`src/rtl/ilb_pkg.sv`:
```
// Shared types and codes for the indexed list buffer.
`default_nettype none
package ilb_pkg;

  // Field widths of the stream beats
  localparam int POS_W = 8;
  localparam int VAL_W = 32;
  localparam int CNT_W = 5;
  localparam int OP_W  = 2;
  localparam int ST_W  = 2;
  // Compare width for positions against occupancy (position plus one bit)
  localparam int XW    = POS_W + 1;

  // Operation codes
  localparam logic [OP_W-1:0] OP_INSERT = 2'd0;
  localparam logic [OP_W-1:0] OP_REMOVE = 2'd1;
  localparam logic [OP_W-1:0] OP_READ   = 2'd2;

  // Status codes
  localparam logic [ST_W-1:0] ST_OK    = 2'd0;
  localparam logic [ST_W-1:0] ST_RANGE = 2'd1;
  localparam logic [ST_W-1:0] ST_FULL  = 2'd2;

  // Commands from the controller to the datapath
  typedef struct packed {
    logic            start;    // capture a new beat
    logic            clamp;    // limit insert position to occupancy
    logic            dir_up;   // shift direction: 1 toward the head (remove)
    logic [ST_W-1:0] st;       // status to report for this beat
    logic            rd;       // read entry at the read pointer, step pointers
    logic            mv;       // write last read entry at the write pointer
    logic            put;      // write the inserted value at the position
    logic            grab;     // keep the last read entry as the result value
    logic            occ_inc;
    logic            occ_dec;
    logic            load_out; // move the result into the output register
  } cmd_t;

  // Status from the datapath to the controller
  typedef struct packed {
    logic full;       // occupancy reached capacity
    logic pos_ge_occ; // incoming position is at or beyond the end
    logic cnt_zero;   // no entries left to read for the current shift
  } stat_t;

endpackage
`default_nettype wire

```
`src/rtl/ilb_ctrl.sv`:
```
// Controller state machine of the indexed list buffer.
`default_nettype none
module ilb_ctrl (
  input  wire logic                  clk,
  input  wire logic                  rst,
  input  wire logic                  in_valid,
  input  wire logic [ilb_pkg::OP_W-1:0] in_op,
  output logic                       in_ready,
  output logic                       out_valid,
  input  wire logic                  out_ready,
  input  wire ilb_pkg::stat_t        stat,
  output ilb_pkg::cmd_t              cmd
);

  localparam logic [2:0] S_IDLE  = 3'd0;
  localparam logic [2:0] S_INS   = 3'd1;
  localparam logic [2:0] S_FETCH = 3'd2;
  localparam logic [2:0] S_GRAB  = 3'd3;
  localparam logic [2:0] S_UP    = 3'd4;
  localparam logic [2:0] S_DONE  = 3'd5;

  logic [2:0]                 state;
  logic [2:0]                 state_next;
  logic [ilb_pkg::OP_W-1:0]   op_r;
  logic                       rd_pend;

  // Decode state into datapath commands
  always_comb begin
    cmd        = '0;
    state_next = state;
    in_ready   = 1'b0;
    case (state)
      S_IDLE: begin
        in_ready = 1'b1;
        if (in_valid) begin
          cmd.start = 1'b1;
          case (in_op)
            ilb_pkg::OP_INSERT: begin
              if (stat.full) begin
                cmd.st     = ilb_pkg::ST_FULL;
                state_next = S_DONE;
              end else begin
                cmd.st     = ilb_pkg::ST_OK;
                cmd.clamp  = 1'b1;
                state_next = S_INS;
              end
            end
            ilb_pkg::OP_REMOVE, ilb_pkg::OP_READ: begin
              cmd.dir_up = 1'b1;
              if (stat.pos_ge_occ) begin
                cmd.st     = ilb_pkg::ST_RANGE;
                state_next = S_DONE;
              end else begin
                cmd.st     = ilb_pkg::ST_OK;
                state_next = S_FETCH;
              end
            end
            default: begin
              cmd.st     = ilb_pkg::ST_RANGE;
              state_next = S_DONE;
            end
          endcase
        end
      end
      S_INS: begin
        // shift entries up from the end, then drop the value in
        cmd.rd = !stat.cnt_zero;
        cmd.mv = rd_pend;
        if (stat.cnt_zero && !rd_pend) begin
          cmd.put     = 1'b1;
          cmd.occ_inc = 1'b1;
          state_next  = S_DONE;
        end
      end
      S_FETCH: begin
        cmd.rd     = 1'b1;
        state_next = S_GRAB;
      end
      S_GRAB: begin
        cmd.grab = 1'b1;
        if (op_r == ilb_pkg::OP_READ) begin
          state_next = S_DONE;
        end else begin
          cmd.rd     = !stat.cnt_zero;
          state_next = S_UP;
        end
      end
      S_UP: begin
        // shift entries down toward the removed slot
        cmd.mv = rd_pend;
        cmd.rd = !stat.cnt_zero;
        if (stat.cnt_zero && !rd_pend) begin
          cmd.occ_dec = 1'b1;
          state_next  = S_DONE;
        end
      end
      S_DONE: begin
        if (!out_valid || out_ready) begin
          cmd.load_out = 1'b1;
          state_next   = S_IDLE;
        end
      end
      default: begin
        state_next = S_IDLE;
      end
    endcase
  end

  // Hold state, output valid and the read pipeline flag
  always_ff @(posedge clk) begin
    if (rst) begin
      state     <= S_IDLE;
      out_valid <= 1'b0;
      rd_pend   <= 1'b0;
    end else begin
      state   <= state_next;
      rd_pend <= cmd.rd;
      if (cmd.load_out) begin
        out_valid <= 1'b1;
      end else if (out_ready) begin
        out_valid <= 1'b0;
      end
    end
  end

  // Keep the operation of the beat in flight
  always_ff @(posedge clk) begin
    if (cmd.start) begin
      op_r <= in_op;
    end
  end

endmodule
`default_nettype wire

```
`src/rtl/ilb_dp.sv`:
```
// Datapath of the indexed list buffer: entry memory, pointers and result.
`default_nettype none
module ilb_dp #(
  parameter int CAPACITY = 16
) (
  input  wire logic                       clk,
  input  wire logic                       rst,
  input  wire ilb_pkg::cmd_t              cmd,
  output ilb_pkg::stat_t                  stat,
  input  wire logic [ilb_pkg::POS_W-1:0]  in_pos,
  input  wire logic [ilb_pkg::VAL_W-1:0]  in_val,
  output logic [ilb_pkg::ST_W-1:0]        out_status,
  output logic [ilb_pkg::POS_W-1:0]       out_placed,
  output logic [ilb_pkg::VAL_W-1:0]       out_value,
  output logic [ilb_pkg::CNT_W-1:0]       out_count
);

  localparam int IW = (CAPACITY > 1) ? $clog2(CAPACITY) : 1;
  localparam int CW = $clog2(CAPACITY + 1);
  localparam int XW = ilb_pkg::XW;
  localparam logic [IW-1:0] ONE = IW'(1);

  logic [ilb_pkg::VAL_W-1:0] mem [CAPACITY];
  logic [ilb_pkg::VAL_W-1:0] rdata;
  logic [CW-1:0]             occ;
  logic [CW-1:0]             cnt;
  logic [IW-1:0]             rptr;
  logic [IW-1:0]             wptr;
  logic                      dir_r;
  logic [ilb_pkg::POS_W-1:0] pos_r;
  logic [ilb_pkg::VAL_W-1:0] val_r;
  logic [ilb_pkg::VAL_W-1:0] value_r;
  logic [ilb_pkg::ST_W-1:0]  st_r;

  logic [XW-1:0]             occ_x;
  logic [XW-1:0]             pos_x;
  logic [XW-1:0]             occ_m1;
  logic [XW-1:0]             cnt_init;
  logic [ilb_pkg::POS_W-1:0] pos_eff;
  logic                      pos_gt_occ;
  logic                      wr_en;
  logic [IW-1:0]             waddr;
  logic [ilb_pkg::VAL_W-1:0] wdata;
  logic [XW-1:0]             occ_out_x;

  // Compare the incoming position against occupancy
  always_comb begin
    occ_x           = XW'(occ);
    pos_x           = {1'b0, in_pos};
    occ_m1          = occ_x - XW'(1);
    pos_gt_occ      = pos_x > occ_x;
    stat.full       = occ_x >= XW'(CAPACITY);
    stat.pos_ge_occ = pos_x >= occ_x;
    stat.cnt_zero   = (cnt == '0);
    pos_eff         = (cmd.clamp && pos_gt_occ) ? occ_x[ilb_pkg::POS_W-1:0] : in_pos;
    cnt_init        = occ_x - {1'b0, pos_eff};
  end

  // Select the memory write
  always_comb begin
    wr_en = cmd.mv || cmd.put;
    waddr = cmd.put ? pos_r[IW-1:0] : wptr;
    wdata = cmd.put ? val_r : rdata;
  end

  // Entry memory, one write and one registered read per cycle
  always_ff @(posedge clk) begin
    if (wr_en) begin
      mem[waddr] <= wdata;
    end
    if (cmd.rd) begin
      rdata <= mem[rptr];
    end
  end

  // Occupancy
  always_ff @(posedge clk) begin
    if (rst) begin
      occ <= '0;
    end else if (cmd.occ_inc) begin
      occ <= occ + CW'(1);
    end else if (cmd.occ_dec) begin
      occ <= occ - CW'(1);
    end
  end

  // Capture the beat, then step the shift pointers
  always_ff @(posedge clk) begin
    if (cmd.start) begin
      pos_r   <= pos_eff;
      val_r   <= in_val;
      st_r    <= cmd.st;
      dir_r   <= cmd.dir_up;
      value_r <= '0;
      cnt     <= cnt_init[CW-1:0];
      rptr    <= cmd.dir_up ? in_pos[IW-1:0] : occ_m1[IW-1:0];
    end else begin
      if (cmd.rd) begin
        cnt  <= cnt - CW'(1);
        rptr <= dir_r ? rptr + ONE : rptr - ONE;
        wptr <= dir_r ? rptr - ONE : rptr + ONE;
      end
      if (cmd.grab) begin
        value_r <= rdata;
      end
    end
  end

  // Output register
  assign occ_out_x = XW'(occ);
  always_ff @(posedge clk) begin
    if (cmd.load_out) begin
      out_status <= st_r;
      out_placed <= pos_r;
      out_value  <= value_r;
      out_count  <= occ_out_x[ilb_pkg::CNT_W-1:0];
    end
  end

endmodule
`default_nettype wire

```
`src/rtl/indexed_list_buffer.sv`:
```
// Top level of the indexed list buffer: stream ports, controller and datapath.
//
//  channel  | dir | tdata (low bit up)                         | tuser
//  s_axis   | in  | position[7:0], item_value[39:8]            | op[1:0]
//  m_axis   | out | placed_at[7:0], read_value[39:8], count[44:40] | status[1:0]
//
// One beat in flight at a time; one result beat per input beat.
// Insert shifts the entries from the position to the end up by one; remove
// shifts those after the position down by one; read and errors shift none; the
// entry memory, with one read and one write port, moves one entry per cycle.
// Reset clears occupancy and the output valid flag; entries need no clearing.
// A waiting result sits in the output register while the next beat is taken;
// its completion waits until that register is free.
`default_nettype none
module indexed_list_buffer #(
  parameter int CAPACITY = 16
) (
  input  wire logic        clk,
  input  wire logic        rst,
  input  wire logic        s_axis_tvalid,
  output logic             s_axis_tready,
  input  wire logic [39:0] s_axis_tdata,  // position[7:0], item_value[39:8]
  input  wire logic [1:0]  s_axis_tuser,  // op[1:0]
  output logic             m_axis_tvalid,
  input  wire logic        m_axis_tready,
  output logic [47:0]      m_axis_tdata,  // placed_at[7:0], read_value[39:8], count[44:40]
  output logic [1:0]       m_axis_tuser   // status[1:0]
);

  ilb_pkg::cmd_t                  cmd;
  ilb_pkg::stat_t                 stat;
  logic [ilb_pkg::ST_W-1:0]       out_status;
  logic [ilb_pkg::POS_W-1:0]      out_placed;
  logic [ilb_pkg::VAL_W-1:0]      out_value;
  logic [ilb_pkg::CNT_W-1:0]      out_count;

  ilb_ctrl u_ctrl (
    .clk       (clk),
    .rst       (rst),
    .in_valid  (s_axis_tvalid),
    .in_op     (s_axis_tuser),
    .in_ready  (s_axis_tready),
    .out_valid (m_axis_tvalid),
    .out_ready (m_axis_tready),
    .stat      (stat),
    .cmd       (cmd)
  );

  ilb_dp #(
    .CAPACITY (CAPACITY)
  ) u_dp (
    .clk        (clk),
    .rst        (rst),
    .cmd        (cmd),
    .stat       (stat),
    .in_pos     (s_axis_tdata[7:0]),
    .in_val     (s_axis_tdata[39:8]),
    .out_status (out_status),
    .out_placed (out_placed),
    .out_value  (out_value),
    .out_count  (out_count)
  );

  // Pack the result beat
  assign m_axis_tdata = {3'b000, out_count, out_value, out_placed};
  assign m_axis_tuser = out_status;

endmodule
`default_nettype wire

```
`config.mk`:
```
export PLATFORM = sky130hd
export DESIGN_NAME = indexed_list_buffer
export DESIGN_NICKNAME = d
export VERILOG_FILES = /design/src/rtl/ilb_pkg.sv /design/src/rtl/ilb_ctrl.sv /design/src/rtl/ilb_dp.sv /design/src/rtl/indexed_list_buffer.sv
export SDC_FILE = /design/constraint.sdc
export NUM_CORES = 1
export LEC_CHECK = 0
export BUFFER_PORTS_ARGS = -buffer_cell sky130_fd_sc_hd__buf_4
export CORE_ASPECT_RATIO = 1.5
export CORE_MARGIN = 2
export CORE_UTILIZATION = 45
export CTS_BUF_LIST = sky130_fd_sc_hd__clkbuf_2
export DETAILED_ROUTE_END_ITERATION = 7
export PLACE_DENSITY = 0.6
export SLEW_MARGIN = 10
export SYNTH_ARGS = -nofsm -noshare
export SYNTH_HDL_FRONTEND = slang
export SYNTH_SLANG_ARGS = --single-unit
```
`constraint.sdc`:
```
create_clock -name clk -period 5.45 [get_ports clk]
set_clock_uncertainty 0.05 [all_clocks]
set_input_delay 0.545 -clock clk [delete_from_list [all_inputs] [get_ports clk]]
set_output_delay 0.545 -clock clk [all_outputs]
set_load 0.05 [all_outputs]
```
==> flow_metrics.env, run 1 <==
export IMPL_p_leak_nw=10.7
export IMPL_grt_max_degree=135
export IMPL_core_um2=58900
export IMPL_ys_warn_count=0
export IMPL_grt_pass1_vias=15500
export IMPL_cap_viol_max_count=0
export IMPL_vdd_drop_max_mv=0.220
export IMPL_overflow=0
export IMPL_cts_buffer_depth=3
export IMPL_io_pins=98
export IMPL_synth_top_family_by_area="multiplexers"
export IMPL_clkTransAtPathRegs_ns=0.10
export IMPL_grt_pass1_wl_mm=91.6
export IMPL_seq_area_frac_synth_pct=75.8
export IMPL_cts_root_buf="clkbuf_2"
export IMPL_dp_hpwl_mm=34.0
export IMPL_crit_path_end_kind="flip-flop"
export IMPL_crit_fanout=30
export IMPL_antenna_found_initial=2
export IMPL_synth_async_reset_ratio_pct=0
export IMPL_grt_util_met1_pct=24.5
export IMPL_whs_ns=0.159
export IMPL_drive_gt1_share_pct=28.5
export IMPL_period_share_pct=81.8
export IMPL_vias=14600
export IMPL_outcome="complete, no violations"
export IMPL_syn2layout_area_growth_pct=15.5
export IMPL_synth_top_area_share_pct=72.7
export IMPL_cts_resized_gates=0
export IMPL_post_drt_wl_per_cell_um=22.7
export IMPL_reg2regPathDepth=14
export IMPL_drtAntennaViolNets=0
export IMPL_busiest_layer="met2"
export IMPL_synthMuxAreaShare_pct=12.1
export IMPL_power_density_nw_per_um2=434
export IMPL_synth_area_um2=26800
export IMPL_setup_viol=0
export IMPL_grt_use_met3_pct=3.47
export IMPL_crit_required_ns=6.31
export IMPL_place_gp_congestion=0.782
export IMPL_routed_wl_mm=61.6
export IMPL_die_height_um=303
export IMPL_post_synth_and_or_nand_nor_area_fraction_pct=3.37
export IMPL_n_fill_cell=4876
export IMPL_num_rows=109
export IMPL_critical_path_class="flip-flop to flip-flop"
export IMPL_ys_ff_latch=691
export IMPL_rsz0062_at_grt="no"
export IMPL_multiInputGateArea_um2=6230
export IMPL_synth_area_top_cells="edfxtp_1 73%, mux4_2 5.5%, mux2i_1 3.8%"
export IMPL_hold_violations=0
export IMPL_drtIter0Drc=903
export IMPL_synth_commonest_cells="649 x edfxtp_1, 102 x mux2i_1, 88 x nand2_1, 77 x o21ai_0, 75 x a21oi_1"
export IMPL_min_period_ns=4.46
export IMPL_nets=1869
export IMPL_met2_usage_pct=35.7
export IMPL_htree_levels=4
export IMPL_numCtsBuffers=157
export IMPL_hold_depth=3
export IMPL_arrival_ns=5.32
export IMPL_slew_headroom_pct=21.4
export IMPL_cts_setup_buffers=0
export IMPL_worstMarginPinSlew_ns=1.18
export IMPL_post_route_drc_count=0
export IMPL_synthCells=1510
export IMPL_hold_path_class="input port to flip-flop"
export IMPL_firstDrtPassIters=5
export IMPL_cp_start_kind="flip-flop"
export IMPL_synth_top_cell_by_area="edfxtp_1"
export IMPL_seq_area_um2=20300
export IMPL_viasPerCell=5.41
export IMPL_io_buffers=94
export IMPL_cts_tree="yes"
export IMPL_fmax_mhz=224
export IMPL_synth_compound_area_share_pct=5.61
export IMPL_synth_edf_count=649
export IMPL_fp_dieW_um=203
export IMPL_start_util_pct=45.5
export IMPL_ys_types=51
export IMPL_synth_flop_cell="edfxtp_1"
export IMPL_setup_tns_ns=0
export IMPL_synth_most_common_cell="edfxtp_1"
export IMPL_clock_sinks=691
export IMPL_clk_latency_ns=1.22
export IMPL_dieArea_um2=61600
export IMPL_synthAdderAreaFrac_pct=0.989
export IMPL_grt_use_total_pct=20.3
export IMPL_synthXorXnorAreaFrac_pct=0.523
export IMPL_avgSynthCellArea_um2=17.8
export IMPL_slew_violations=0
-- power by group --
part           total, mW  internal, mW  switching, mW
Clock               3.38          1.38           2.00
Sequential          6.82          6.65          0.167
Combinational       3.25          1.15           2.11
Total               13.5          9.18           4.27
-- sequential cells by signal, summed over array words and instances (netlist names) --
register / count
u_dp.val_r: 32
u_dp.mem: 512
u_dp.out_placed: 8
u_ctrl.out_valid: 1
u_dp.rdata: 32
u_ctrl.state: 3
u_dp.cnt: 5
u_dp.out_value: 32
u_dp.pos_r: 8
u_dp.dir_r: 1
u_dp.wptr: 4
u_dp.out_count: 5
u_dp.out_status: 2
u_dp.rptr: 4
u_dp.value_r: 32
u_ctrl.rd_pend: 1
u_dp.st_r: 2
u_dp.occ: 5
u_ctrl.op_r: 2
-- through the flow --
| stage | area (um2) | setup slack [ns] | power (mW) | util [%] | std cells |
|---|---|---|---|---|---|
| 2_1_floorplan | 26800 | 0.838 | 9.07 | - | 1512 |
| 3_3_place_gp | 28600 | 1.11 | 10.1 | 48.6 | 2339 |
| 3_5_place_dp | 28600 | 0.988 | 10.2 | 48.6 | 2339 |
| 4_1_cts | 31000 | 0.912 | 13.6 | 52.6 | 2706 |
| 5_1_grt | 31000 | 0.662 | 14.1 | 52.6 | 2707 |
| 6_report | 31000 | 0.992 | 13.5 | 52.6 | 2707 |
-- routing by layer --
metal / wire length (um) / part of all wire [%]
met5: 0 / 0
met2: 32000 / 52
met4: 1830 / 3.0
met1: 24800 / 40
met3: 2910 / 4.7
-- worst max-delay path, cell delays in order, from the launching register on --
cell and delay [ns]:
dfxtp_1 0.47, nor3_1 0.32, nand2_1 0.36, inv_4 0.43, nand3_1 0.28, a21o_1 0.34
mux2i_1 0.24, ha_1 0.19, inv_1 0.06, fa_1 0.41, a21o_1 0.20, a21oi_1 0.17
xnor2_1 0.09, or3_1 0.32, a31o_2 0.25
-- area by class of cell --
type / count / share of cell area [%]
tap: 777 / 3.14
multi-input combinational: 721 / 20.1
timing repair buffer: 212 / 5.92
antenna: 1 / 0.00808
clock inverter: 44 / 1.04
clock buffer: 241 / 3.89
sequential: 691 / 65.6
inverter: 20 / 0.250
-- what timing repair did --
item / 4_1_cts / 5_1_grt
setup endpoints to repair: 0 / 0
hold buffers: 82 / 0
hold endpoints to repair: 64 / 0
-- cells by family (layout without fill, tap and decap cells) --
family | after synthesis | in the layout
flops | 691 | 691
compound gates | 246 | 246
mux | 234 | 234
simple gates | 202 | 202
buf+inv | 100 | 517
fa+ha+maj | 20 | 20
xor+xnor | 16 | 16
other cells | 1 | 4
-- final timing paths --
kind / end / slack, ns / startpoint
max: u_dp.cnt[4] / 0.99 / u_ctrl.state[0]
min: u_dp.pos_r[6] / 0.16 / s_axis_tdata[6]
max reg2reg: u_dp.cnt[4] / 0.99 / u_ctrl.state[0]
min reg2reg: u_dp.out_value[17] / 0.34 / u_dp.value_r[17]
-- cell usage in the layout (no fill, tap or decap), types with 33 or more instances in the layout --
cell             n
a21oi_1         75
clkbuf_2       241
edfxtp_1       649
nor2_1          47
a22oi_1         33
o21ai_0         76
mux2i_1        102
mux2_2          66
nand2_1         88
dlygate4sd3_1   82
mux4_2          66
buf_4          127
dfxtp_1         42
No activity file was read; power rests on OpenSTA's default activity.
==> inputs of run 2 (changes only) <==
--- a/config.mk
+++ b/config.mk
@@ -5,6 +5,7 @@
 export SDC_FILE = /design/constraint.sdc
 export NUM_CORES = 1
 export LEC_CHECK = 0
+export ABC_AREA = 1
 export BUFFER_PORTS_ARGS = -buffer_cell sky130_fd_sc_hd__buf_4
 export CORE_ASPECT_RATIO = 1.5
 export CORE_MARGIN = 2
==> constraint.sdc (replaced) <==
create_clock -name clk -period 4.4 [get_ports clk]
set_clock_uncertainty 0.05 [all_clocks]
set_input_delay 0.44 -clock clk [delete_from_list [all_inputs] [get_ports clk]]
set_output_delay 0.44 -clock clk [all_outputs]
set_load 0.05 [all_outputs]
==> flow_metrics.env, run 2 <==
export IMPL_dieArea_um2=62200
export IMPL_setup_tns_ns=0
export IMPL_max_stage_delay_ns=0.57
export IMPL_layout_common_cells="649 x edfxtp_1, 543 x nand2_1, 236 x clkbuf_2"
export IMPL_dp_hpwl_mm=38.0
export IMPL_dpl_worst_slack_ns=0.982
export IMPL_grt_use_total_pct=21.4
export IMPL_power_mw=19.3
export IMPL_p_leak_nw=11.4
export IMPL_cts_tree="yes"
export IMPL_io_buffers=94
export IMPL_hold_violations=0
export IMPL_cp_depth=20
export IMPL_slew_violations=0
export IMPL_firstDrtPassIters=5
export IMPL_nets=2348
export IMPL_cp_start_kind="flip-flop"
export IMPL_synthAdderAreaFrac_pct=0.979
export IMPL_htree_levels=4
export IMPL_synth_commonest_cells="649 x edfxtp_1, 544 x nand2_1, 115 x a21oi_1, 105 x inv_1, 73 x nand3_1"
export IMPL_worstMarginPinSlew_ns=1.05
export IMPL_overflow=0
export IMPL_grt_pass1_wl_mm=99.4
export IMPL_synth_top_area_share_pct=71.9
export IMPL_clk_latency_ns=1.19
export IMPL_cp_startpoint="u_dp.occ[3]"
export IMPL_arrival_ns=4.91
export IMPL_synthXorXnorAreaFrac_pct=0.356
export IMPL_crit_slowest_cell="dlygate4sd3_1"
export IMPL_setup_viol=0
export IMPL_vdd_drop_max_mv=0.503
export IMPL_power_density_nw_per_um2=616
export IMPL_crit_fanout=8
export IMPL_seq_area_frac_synth_pct=75.0
export IMPL_path_buf_inv=4
export IMPL_crit_path_end_kind="flip-flop"
export IMPL_r2r_start="u_dp.occ[3]"
export IMPL_vias=17000
export IMPL_numCtsBuffers=158
export IMPL_fp_dieW_um=204
export IMPL_place_gp_congestion=0.864
export IMPL_syn2layout_area_growth_pct=15.4
export IMPL_core_um2=59700
export IMPL_fin_ws_ns=0.368
export IMPL_cp_endpoint="u_dp.cnt[4]"
export IMPL_crit_required_ns=5.28
export IMPL_clkTransAtPathRegs_ns=0.11
export IMPL_synth_flop_cell="edfxtp_1"
export IMPL_layout_commonest_cell="edfxtp_1"
export IMPL_drive_gt1_share_pct=19.3
export IMPL_synth_area_um2=27100
export IMPL_period_share_pct=91.6
export IMPL_die_height_um=305
export IMPL_outcome="complete, no violations"
export IMPL_ys_types=43
export IMPL_synth_top_cell_by_area="edfxtp_1"
export IMPL_ys_warn_count=0
export IMPL_antenna_found_initial=2
export IMPL_synth_most_common_cell="edfxtp_1"
export IMPL_path_cells="inv_1, ha_1, nand2_1, inv_1, nand2_1, nand2_1, nand2_1, dlygate4sd3_1, nand2_1, nand2_4, dlygate4sd3_1, o21ai_1, ha_1, a21oi_1, nor2_1, nor2_1, xor2_1, xor2_1, nand2_1, nand2_1"
export IMPL_synth_compound_area_share_pct=8.46
export IMPL_clock_sinks=691
export IMPL_reg2regPathDepth=20
export IMPL_synthMuxAreaShare_pct=1.51
export IMPL_fmax_mhz=248
export IMPL_io_pins=98
export IMPL_post_route_drc_count=0
export IMPL_drtAntennaViolNets=0
export IMPL_synth_edf_count=649
export IMPL_grt_max_degree=188
export IMPL_timing_rr_end="u_dp.cnt[4]"
export IMPL_critical_path_class="flip-flop to flip-flop"
export IMPL_hold_path_class="input port to flip-flop"
export IMPL_synth_top_family_by_area="simple AND/OR/NAND/NOR gates"
export IMPL_start_util_pct=45.4
export IMPL_regMostFlops="u_dp.mem"
export IMPL_cts_buffer_depth=3
export IMPL_path_common_cell="nand2_1"
export IMPL_hold_path_startpoint="s_axis_tdata[6]"
export IMPL_r2r_slack_ns=0.37
export IMPL_avgSynthCellArea_um2=13.5
export IMPL_post_synth_and_or_nand_nor_area_fraction_pct=10.2
export IMPL_path_delay_family="buffers and inverters"
export IMPL_min_period_ns=4.03
export IMPL_slew_headroom_pct=29.5
export IMPL_synth_async_reset_ratio_pct=0
export IMPL_routed_wl_mm=65.7
export IMPL_drtIter0Drc=1348
export IMPL_post_drt_wl_per_cell_um=20.6
export IMPL_cts_root_buf="clkbuf_2"
export IMPL_viasPerCell=5.33
export IMPL_largest_register_ffs=512
export IMPL_synthCells=2006
export IMPL_ys_ff_latch=691
export IMPL_grt_pass1_vias=17600
export IMPL_rsz0062_at_grt="no"
export IMPL_cap_viol_max_count=0
export IMPL_synth_area_top_cells="edfxtp_1 72%, nand2_1 7.5%, dfxtp_1 3.1%"
export IMPL_num_rows=110
run 2: changes by cell type in the layout (fill, tap and decap cells not counted), moves of 63 or more:
cell	change
nand3_1	+67
a32o_1	+63
mux2i_1	-102
mux4_2	-66
nand2_1	+455
inv_1	+86
o211ai_1	+64
run 2: cell families (layout without fill, tap and decap cells):
family,Yosys count,after routing
flip-flops,691,691
AND/OR/NAND/NOR,684,684
AO/OA/AOI/OAI,342,342
buffers and inverters,224,625
multiplexers,33,33
adder cells (fa/ha/maj),20,20
XOR/XNOR,11,11
other,1,4
run 2: worst min-delay path: stages:
cell and delay [ns]:
dlygate4sd3_1 0.53, buf_4 0.10, inv_1 0.04, nor2_1 0.12
run 2: timing repair:
item                                    CTS  global route
buffers inserted                          0             0
endpoints found under the setup margin    0             2
hold buffers                             91             0
resized for setup                         0             1
hold endpoints to repair                112             0
run 2: stage by stage:
stage               hold slack [ns]  instance area, um2  utilization (%)  std cells
finish                        0.151               31300             52.3       3194
global route                 0.0863               31300             52.3       3194
CTS                          0.0118               31300             52.3       3193
detailed placement            0.359               28800             48.2       2815
global placement              0.352               28800             48.2       2815
floorplan                     0.350               27100                -       2008
run 2: area by class of cell:
class / count / area (um2)
flip-flops and latches: 691 / 20300
multi-input cells: 1093 / 5990
repair buffers: 222 / 1980
well taps: 784 / 981
inverters: 116 / 438
diodes: 1 / 2.50
clock buffers: 236 / 1180
fillers: 5167 / 28500
clock inverters: 51 / 365
run 2: layer usage:
layer,global-route usage (%),wire length [um],share of wire (%),vias up
li1,-,-,-,7925
met1,25.2,25800,39,8366
met2,37.2,33800,51,551
met3,3.65,3440,5.2,169
met4,11.4,2710,4.1,2
met5,0,8,0.012,-
run 2: worst min path at each step:
stage / end / cells past startpoint / slack, ns
floorplan: u_dp.out_placed[4] / 0 / 0.35
global placement: u_dp.out_placed[4] / 0 / 0.35
detailed placement: u_dp.out_status[1] / 0 / 0.36
CTS: u_dp.occ[0] / 5 / 0.01
global route: u_dp.pos_r[6] / 4 / 0.09
finish: u_dp.pos_r[6] / 4 / 0.15
run 2: power breakdown:
group / switching (mW) / internal [mW]
clock: 2.44 / 1.78
sequential: 0.297 / 8.68
combinational: 4.38 / 1.67
==> inputs of run 3 (changes only) <==
--- a/config.mk
+++ b/config.mk
@@ -16,4 +16,5 @@
 export SLEW_MARGIN = 10
 export SYNTH_ARGS = -nofsm -noshare
 export SYNTH_HDL_FRONTEND = slang
+export SYNTH_HIERARCHICAL = 1
 export SYNTH_SLANG_ARGS = --single-unit
==> flow_metrics.env, run 3 <==
export IMPL_drtAntennaViolNets=0
export IMPL_io_buffers=94
export IMPL_seq_area_frac_synth_pct=73.3
export IMPL_swShare_pct=39.0
export IMPL_fp_dieW_um=207
export IMPL_crit_required_ns=5.15
export IMPL_avgSynthCellArea_um2=12.5
export IMPL_synth_async_reset_ratio_pct=0
export IMPL_viasPerCell=5.40
export IMPL_slew_violations=0
export IMPL_cts_root_buf="clkbuf_2"
export IMPL_post_route_drc_count=0
export IMPL_slew_headroom_pct=23.4
export IMPL_dieArea_um2=63700
export IMPL_outcome="complete, no violations"
export IMPL_vias=18300
export IMPL_io_pins=98
export IMPL_overflow=0
export IMPL_cts_resized_gates=0
export IMPL_power_density_nw_per_um2=623
export IMPL_syn2layout_area_growth_pct=14.6
export IMPL_numCtsBuffers=159
export IMPL_setup_tns_ns=0
export IMPL_htree_levels=4
export IMPL_synth_area_top_cells="edfxtp_1 70%, nand2_1 9.2%, nand3_1 4.3%"
export IMPL_cp_start_kind="flip-flop"
export IMPL_layout_common_cells="678 x nand2_1, 649 x edfxtp_1, 237 x nand3_1"
export IMPL_synth_flop_cell="edfxtp_1"
export IMPL_ys_types=44
export IMPL_ys_ff_latch=691
export IMPL_synthCells=2214
export IMPL_dp_hpwl_mm=41.9
export IMPL_cts_setup_buffers=0
export IMPL_clock_sinks=691
export IMPL_power_mw=19.8
export IMPL_n_fill_cell=5330
export IMPL_layout_commonest_cell="nand2_1"
export IMPL_largest_register_ffs=512
export IMPL_ys_warn_count=6
export IMPL_die_height_um=308
export IMPL_arrival_ns=4.36
export IMPL_num_rows=111
export IMPL_min_period_ns=3.61
export IMPL_place_gp_congestion=0.888
export IMPL_synth_most_common_cell="nand2_1"
export IMPL_intPower_mw=12.1
export IMPL_vdd_drop_max_mv=0.591
export IMPL_start_util_pct=45.4
export IMPL_post_drt_wl_per_cell_um=20.7
export IMPL_p_switching_mw=7.72
export IMPL_routed_wl_mm=70.2
export IMPL_cap_viol_max_count=0
export IMPL_cts_tree="yes"
export IMPL_p_leak_nw=11.8
export IMPL_drive_gt1_share_pct=18.4
export IMPL_worstMarginPinSlew_ns=1.15
export IMPL_grt_use_total_pct=22.4
export IMPL_synth_top_area_share_pct=70.2
export IMPL_antenna_found_initial=1
export IMPL_regMostFlops="u_dp/mem"
export IMPL_hold_path_class="input port to flip-flop"
export IMPL_rsz0062_at_grt="no"
export IMPL_synth_commonest_cells="678 x nand2_1, 649 x edfxtp_1, 238 x nand3_1, 111 x nor2_1, 96 x nand4_1"
export IMPL_fmax_mhz=277
export IMPL_synth_edf_count=649
export IMPL_grt_max_degree=198
export IMPL_combPwrFrac_pct=33.3
export IMPL_seqPwrFrac_pct=45.8
export IMPL_crit_path_end_kind="flip-flop"
export IMPL_setup_viol=0
export IMPL_clkTransAtPathRegs_ns=0.09
export IMPL_drtIter0Drc=1717
export IMPL_cts_buffer_depth=3
export IMPL_pwr_share_clk_pct=20.9
export IMPL_clk_latency_ns=1.22
export IMPL_firstDrtPassIters=6
export IMPL_grt_pass1_vias=18400
export IMPL_multiInputGateArea_um2=6640
export IMPL_critical_path_class="flip-flop to flip-flop"
export IMPL_grt_pass1_wl_mm=106
export IMPL_seq_area_um2=20300
export IMPL_hold_violations=0
export IMPL_nets=2547
export IMPL_synth_area_um2=27700
export IMPL_crit_fanout=32
export IMPL_synth_top_cell_by_area="edfxtp_1"
export IMPL_core_um2=61100
export IMPL_period_share_pct=82.1
## run 3: routing by layer
layer	up-vias	GRT usage, %	part of all wire, %
met5	-	0	0
met4	0	8.99	2.8
met3	144	4.19	6.4
met2	692	38.9	52
met1	8969	27.5	39
li1	8515	-	-
## run 3: power by group through the flow
stage | clock, mW | combinational [mW] | sequential, mW
3_5_place_dp | 0 | 6.54 | 9.21
2_1_floorplan | 0 | 4.28 | 9.13
6_report | 4.13 | 6.59 | 9.07
4_1_cts | 4.27 | 6.60 | 9.06
5_1_grt | 4.59 | 7.16 | 9.11
3_3_place_gp | 0 | 6.44 | 9.21
## run 3: logic make-up after synthesis
group                      share of synthesized area [%]
AOI/OAI and AO/OA                                   4.21
xor gates and xnor gates                           0.284
adders and majority gates                           1.09
buffers and inverters                               3.40
DFF                                                 73.3
other                                             0.0135
and+or+nand+nor                                     17.7
## run 3: stage by stage
stage,worst slack [ns],cells,cell area (um2),utilization (%),hold WS (ns)
floorplan,0.293,2216,27800,-,0.350
global placement,0.965,3023,29400,48.1,0.352
detailed placement,0.828,3023,29400,48.1,0.356
CTS,0.788,3389,31800,52.0,0.00612
global route,0.484,3390,31800,52.0,0.0413
finish,0.789,3391,31800,52.0,0.129
## run 3: worst max-delay path: stages, from the launching register on
cell      delay [ns]
edfxtp_1        0.37
inv_1           0.14
ha_1            0.16
nand2_1         0.06
nor2_1          0.19
inv_1           0.11
nor2_1          0.16
inv_1           0.12
nor2_4          0.17
buf_4           0.32
o21ai_0         0.25
inv_1           0.12
nand3_1         0.33
nor2_4          0.17
buf_4           0.49
## run 3: worst paths after layout
check	startpoint	to	slack [ns]	cells after the start
worst min-delay path	s_axis_tdata[4]	u_dp/pos_r[4]	0.13	4
worst max register to register	u_dp/cnt[0]	u_dp/mem[15][20]	0.79	14
worst min register to register	u_dp/value_r[4]	u_dp/out_value[4]	0.37	0
worst max-delay path	u_dp/cnt[0]	u_dp/mem[15][20]	0.79	14
## run 3: cell type report
type                       instances  share of cell area [%]
inverter                          63                   0.768
clock buffer                     223                    3.51
tap                              791                    3.11
sequential                       691                    64.0
clock inverter                    58                    1.23
timing repair buffer             231                    6.52
multi-input combinational       1332                    20.9
antenna                            2                  0.0157
## run 3: what timing repair did
item                                   4_1_cts  5_1_grt
endpoints found under the hold margin      115        0
hold buffers                                85        0
setup endpoints to repair                    0        0
